$ cat src/hdl/dtps_pkg.sv
// ----------------------------------------------------------------------------
// dtps_pkg
// Shared types, widths and codes of the diamond tile pick store.
// ----------------------------------------------------------------------------
package dtps_pkg;

	// Grid size. Both counts are powers of two from 2 upward, and their
	// product fits the 12-bit tile number.
	localparam int ROWS = 64;
	localparam int COLS = 64;
	localparam int TILE_COUNT = ROWS * COLS;
	localparam int ROW_W = $clog2(ROWS);
	localparam int COL_W = $clog2(COLS);
	localparam int ADDR_W = ROW_W + COL_W;

	localparam int TILE_W = 12;
	localparam int HALF_W = 15;
	localparam int COORD_W = 24;
	localparam int CENTRE_W = 23;
	localparam int INFO_W = 32;
	localparam int COORD_MAX = 8388607;

	localparam int CX_W = HALF_W + COL_W + 1;
	localparam int CZ_W = HALF_W + ROW_W;
	localparam int C_W = (CX_W > CZ_W) ? CX_W : CZ_W;
	localparam int D_W = ((C_W > COORD_W - 1) ? C_W : COORD_W - 1) + 2;
	localparam int P_W = D_W + HALF_W + 1;
	localparam int K_W = 2 * HALF_W;

	localparam logic [HALF_W-1:0] HALF_WIDTH_RESET = HALF_W'(512);
	localparam logic [HALF_W-1:0] HALF_DEPTH_RESET = HALF_W'(256);

	localparam logic [1:0] OP_READ_IDX = 2'd0;
	localparam logic [1:0] OP_WRITE_IDX = 2'd1;
	localparam logic [1:0] OP_READ_POS = 2'd2;
	localparam logic [1:0] OP_WRITE_POS = 2'd3;

	localparam logic REG_HALF_WIDTH = 1'b0;
	localparam logic REG_HALF_DEPTH = 1'b1;

	typedef struct packed {
		logic [1:0] opcode;
		logic [TILE_W-1:0] tile_select;
		logic signed [COORD_W-1:0] point_x;
		logic signed [COORD_W-1:0] point_z;
		logic [INFO_W-1:0] new_info;
	} req_t;

	typedef struct packed {
		logic hit;
		logic [TILE_W-1:0] tile_number;
		logic [CENTRE_W-1:0] tile_x;
		logic [CENTRE_W-1:0] tile_z;
		logic [INFO_W-1:0] tile_info;
	} res_t;

	typedef struct packed {
		logic go;
		logic [ROW_W-1:0] row;
		logic [COL_W-1:0] col;
	} probe_cmd_t;

	typedef struct packed {
		logic valid;
		logic in_tile;
		logic left;
		logic [CENTRE_W-1:0] cx;
		logic [CENTRE_W-1:0] cz;
	} probe_res_t;

endpackage

$ cat src/hdl/dtps_probe.sv
// ----------------------------------------------------------------------------
// dtps_probe
// Four-stage tile probe: computes a tile centre, tests the query point
// against the closed diamond and reports on which side of the centre it lies.
// ----------------------------------------------------------------------------
module dtps_probe import dtps_pkg::*; (
	input  logic                      clk,
	input  logic                      arst_n,
	input  probe_cmd_t                cmd,
	input  logic [HALF_W-1:0]         half_width,
	input  logic [HALF_W-1:0]         half_depth,
	input  logic signed [COORD_W-1:0] point_x,
	input  logic signed [COORD_W-1:0] point_z,
	output probe_res_t                res
);

	logic v_s1, v_s2, v_s3, v_s4;

	logic [HALF_W+COL_W-1:0] hwcol_s1;
	logic [CZ_W-1:0] cz_s1;
	logic odd_s1;

	logic [CX_W-1:0] cx_w;
	logic [CX_W-1:0] cx_s2;
	logic [CZ_W-1:0] cz_s2;
	logic signed [D_W-1:0] dx_s2;
	logic signed [D_W-1:0] dz_s2;

	logic signed [P_W-1:0] a_s3;
	logic signed [P_W-1:0] b_s3;
	logic [K_W-1:0] k_s3;
	logic left_s3;
	logic [CENTRE_W-1:0] cx_s3;
	logic [CENTRE_W-1:0] cz_s3;

	logic [P_W-1:0] abs_a;
	logic [P_W-1:0] abs_b;
	logic [P_W:0] abs_sum;
	logic inside_s4;
	logic left_s4;
	logic [CENTRE_W-1:0] cx_s4;
	logic [CENTRE_W-1:0] cz_s4;

	always_ff @(posedge clk or negedge arst_n) begin
		if (!arst_n) begin
			v_s1 <= 1'b0;
			v_s2 <= 1'b0;
			v_s3 <= 1'b0;
			v_s4 <= 1'b0;
		end else begin
			v_s1 <= cmd.go;
			v_s2 <= v_s1;
			v_s3 <= v_s2;
			v_s4 <= v_s3;
		end
	end

	assign cx_w = CX_W'({hwcol_s1, 1'b0}) + (odd_s1 ? CX_W'(half_width) : '0);

	assign abs_a = a_s3[P_W-1] ? P_W'(-a_s3) : P_W'(a_s3);
	assign abs_b = b_s3[P_W-1] ? P_W'(-b_s3) : P_W'(b_s3);
	assign abs_sum = (P_W+1)'(abs_a) + (P_W+1)'(abs_b);

	always_ff @(posedge clk) begin
		hwcol_s1 <= (HALF_W+COL_W)'(half_width) * (HALF_W+COL_W)'(cmd.col);
		cz_s1 <= CZ_W'(half_depth) * CZ_W'(cmd.row);
		odd_s1 <= cmd.row[0];

		cx_s2 <= cx_w;
		cz_s2 <= cz_s1;
		dx_s2 <= D_W'(point_x) - $signed(D_W'(cx_w));
		dz_s2 <= D_W'(point_z) - $signed(D_W'(cz_s1));

		a_s3 <= P_W'($signed({1'b0, half_depth})) * P_W'(dx_s2);
		b_s3 <= P_W'($signed({1'b0, half_width})) * P_W'(dz_s2);
		k_s3 <= K_W'(half_width) * K_W'(half_depth);
		left_s3 <= dx_s2[D_W-1];
		cx_s3 <= (32'(cx_s2) > 32'(COORD_MAX)) ? CENTRE_W'(COORD_MAX) : CENTRE_W'(cx_s2);
		cz_s3 <= (32'(cz_s2) > 32'(COORD_MAX)) ? CENTRE_W'(COORD_MAX) : CENTRE_W'(cz_s2);

		// A point is inside the closed diamond when |a| + |b| does not exceed k.
		inside_s4 <= abs_sum <= (P_W+1)'(k_s3);
		left_s4 <= left_s3;
		cx_s4 <= cx_s3;
		cz_s4 <= cz_s3;
	end

	assign res.valid = v_s4;
	assign res.in_tile = inside_s4;
	assign res.left = left_s4;
	assign res.cx = cx_s4;
	assign res.cz = cz_s4;

endmodule

$ cat config.mk
export PLATFORM = sky130hd
export DESIGN_NAME = dtps_probe
export DESIGN_NICKNAME = d
export VERILOG_FILES = /design/src/hdl/dtps_pkg.sv /design/src/hdl/dtps_probe.sv
export SDC_FILE = /design/constraint.sdc
export NUM_CORES = 2
export LEC_CHECK = 0
export BUFFER_PORTS_ARGS = -buffer_cell sky130_fd_sc_hd__buf_2
export CELL_PAD_IN_SITES_DETAIL_PLACEMENT = 1
export CELL_PAD_IN_SITES_GLOBAL_PLACEMENT = 1
export CORE_AREA = 8 8 471 473
export DETAILED_ROUTE_END_ITERATION = 10
export DIE_AREA = 0 0 479 481
export PLACE_DENSITY = 0.45
export SETUP_SLACK_MARGIN = 0.05
export SLEW_MARGIN = 10
export SYNTH_ARGS = -nofsm -noshare
export SYNTH_HDL_FRONTEND = slang
export SYNTH_SLANG_ARGS = --single-unit
$ cat constraint.sdc
create_clock -name clk -period 7.41 [get_ports clk]
set_input_delay 1.482 -clock clk [delete_from_list [all_inputs] [get_ports clk]]
set_output_delay 1.482 -clock clk [all_outputs]
set_load 0.005 [all_outputs]
==> impl_metrics.py <==
metrics = {
    "grt": {
        "grt_max_degree": 31,
        "first_global_vias": 45200,
        "antenna_found_initial": 28,
        "grt_pass1_wl_mm": 279,
        "track_usage": 0.155,
        "grt_overflow": 0,
    },
    "die": {
        "die_h_um": 481,
        "num_io_pins": 142,
        "coreArea_um2": 214000,
        "row_count": 170,
        "die_area_um2": 230000,
        "die_x_um": 479,
        "initial_core_util": 0.249,
    },
    "logic_synthesis": {
        "synth_cell_types": 70,
        "ys_top_cells_by_count": "1,210 x inv_1, 1,003 x fa_1, 776 x nand2_1, 517 x and2_1, 482 x ha_1",
        "yosysWarnings": 0,
        "synthFlopType": "dfxtp_1",
        "synthTopCellsByArea": "fa_1 38%, dfxtp_1 13%, ha_1 11%",
        "ys_ff_latch": 341,
        "postSynth.asyncResetShare": 0.0117,
        "yosysMostFrequentCell": "inv_1",
        "synth.avg_cell_area_um2": 9.11,
        "netlist_area_um2": 53200,
        "synth_top_area_cell": "fa_1",
        "synth_top_area_share": 0.378,
        "synth_edf_count": 0,
        "syn-instance-count": 5837,
        "ys_seq_area_frac": 0.129,
    },
    "sta": {
        "fin_crit_ps": 7130,
        "max_slew_margin": 0.293,
        "rsz0062_at_grt": "false",
        "period_share": 0.962,
        "fmax_mhz": 140,
        "finalHoldViolCount": 0,
        "final_max_slew_viol_count": 0,
        "worst_pin_slew_ps": 1050,
        "setup_viol": 0,
        "skew_ps": 38.3,
    },
    "worst_hold_path": {
        "whs_endpoint": "cx_s4[14]$_DFF_P_",
        "hold_path.class": "reg2reg",
        "holdPathStages": 0,
        "hp-start": "cx_s3[14]$_DFF_P_",
    },
    "place": {
        "gp_congestion": 0.804,
        "dp_cells": 9045,
        "place_area_um2": 60500,
        "io_buffers": 138,
        "dp_hpwl_mm": 153,
    },
    "routing": {
        "drt-total-wl_mm": 177,
        "ant_nets": 0,
        "avgRoutedWirePerCell_um": 19.3,
        "drc_errors": 0,
        "drtPass1Iterations": 5,
        "drt_iter0_drc": 1433,
        "vias": 39600,
        "viasPerCell": 4.33,
    },
    "worst_setup_path": {
        "path_max_fanout": 11,
        "crit_buf_inv": 9,
        "worst-setup-path-type": "in2reg",
        "ff2ff_setup_slack_ps": 540,
        "required_ps": 7980,
        "crit_top_cell": "fa_1",
        "cp-start-kind": "input port",
        "timing.rr.start": "dx_s2[23]$_DFF_P_",
        "r2r_end": "a_s3[38]$_DFF_P_",
        "cpLargestDelayFamily": "adder cells",
        "r2r_cells": 21,
        "arrival_ps": 7690,
        "end_kind": "flip-flop",
        "slowest_stage": "fa_1",
        "critPathMaxStageDelay_ps": 510,
    },
    "cells_and_area": {
        "postLayoutCellArea_um2": 62300,
        "final_layout_size_suffix_gt1_frac": 0.118,
        "n_fill_cell": 24900,
        "nNetsFinal": 7835,
        "layout.cells.non_filler": 9139,
        "syn2layout_area_growth_pct": 17.2,
    },
    "clock_network": {
        "htree_levels": 2,
        "cts_hold_buf": 0,
        "tritoncts": "yes",
        "numCtsBuffers": 47,
        "clock_sinks": 341,
        "insertion_delay_ps": 660,
        "clockBufferDepth": 3,
        "clk_pin_slew_ps": 60,
        "root_buffer": "clkbuf_16",
    },
    "flow_run": {
        "maxCapViolations": 0,
    },
    "outcome": {
        "status": "completed",
    },
}
flip-flops by register name, indices dropped and copies added, names as in the netlist, 22 cells and up:
name and cells:
a_s3 41, b_s3 41, k_s3 30, dx_s2 25, dz_s2 25, cx_s2 22, cx_s3 22, cx_s4 22
per-stage QoR:
step / hold WS [ps] / util / TNS [ps] / setup WS [ps]
global placement: 310 / 0.283 / -9660 / -529
global route: 326 / 0.291 / 0 / 50.8
CTS: 326 / 0.291 / 0 / 157
floorplan: 310 / - / 0 / 50.7
detailed placement: 313 / 0.283 / -11820 / -563
finish: 323 / 0.291 / 0 / 283
cells in the final DEF (no fill, tap or decap), drive strengths merged, types with 7 or more instances in the layout:
| master | instances |
|---|---|
| inv | 1220 |
| fa | 1003 |
| nand2 | 776 |
| buf | 594 |
| and2 | 517 |
| ha | 482 |
| dfxtp | 337 |
| xnor2 | 243 |
| a21oi | 194 |
| o21ai | 109 |
| nor2 | 91 |
| a21o | 91 |
| xor2 | 66 |
| clkbuf | 60 |
| nor3 | 45 |
| nand3 | 39 |
| o21bai | 38 |
| o31ai | 34 |
| nor2b | 31 |
| nand2b | 30 |
| o21a | 26 |
| and3 | 23 |
| a211oi | 22 |
| o41ai | 18 |
| or4 | 17 |
| nand4 | 16 |
| or2 | 15 |
| nor4 | 13 |
| or3 | 12 |
| a31oi | 10 |
| bufinv | 9 |
| a41oi | 8 |
| clkinvlp | 8 |
| diode | 7 |
| a21boi | 7 |
timing repair:
item | CTS | global route
resized for setup | 0 | 23
endpoints found under the setup margin | 0 | 16
buffers inserted | 0 | 1
endpoints found under the hold margin | 0 | 0
worst max path at each step:
stage / start / endpoint / slack, ps / cells after the start
after global routing: half_depth[10] / a_s3[29]$_DFF_P_ / 50 / 26
final: half_depth[10] / a_s3[29]$_DFF_P_ / 280 / 28
after floorplan: half_depth[4] / a_s3[29]$_DFF_P_ / 50 / 25
after global placement: half_width[8] / b_s3[29]$_DFF_P_ / -530 / 24
after CTS: half_width[8] / b_s3[29]$_DFF_P_ / 160 / 24
after detailed placement: half_width[8] / b_s3[29]$_DFF_P_ / -560 / 24
cell type report:
| class | count | area, µm² | area share |
|---|---|---|---|
| sequential | 341 | 6850 | 0.110 |
| clock buffer | 53 | 1230 | 0.0197 |
| multi-input combinational | 4056 | 41100 | 0.659 |
| clock inverter | 33 | 500 | 0.00803 |
| tap | 2838 | 3550 | 0.0570 |
| antenna | 7 | 17.5 | 0.000281 |
| timing repair buffer | 601 | 4530 | 0.0728 |
| inverter | 1210 | 4540 | 0.0729 |
routing by layer:
layer	vias to the layer above	routed length [µm]	GRT usage
li1	18600	-	-
met1	20400	86600	0.218
met2	458	80600	0.258
met3	150	5060	0.0166
met4	18	4310	0.0347
met5	-	114	0
cells by family after synthesis:
family	after synthesis	synth area share
flip-flops	341	0.129
AO/OA/AOI/OAI	615	0.0747
adder cells (fa/ha/maj)	1485	0.491
other	1	0.0000705
multiplexers	1	0.000188
XOR/XNOR	309	0.0509
buffers and inverters	1442	0.102
AND/OR/NAND/NOR	1643	0.152
Power is left out: the tool's default activity adds up to more than one toggle a clock period on the data nets, which glitch-free logic cannot reach.
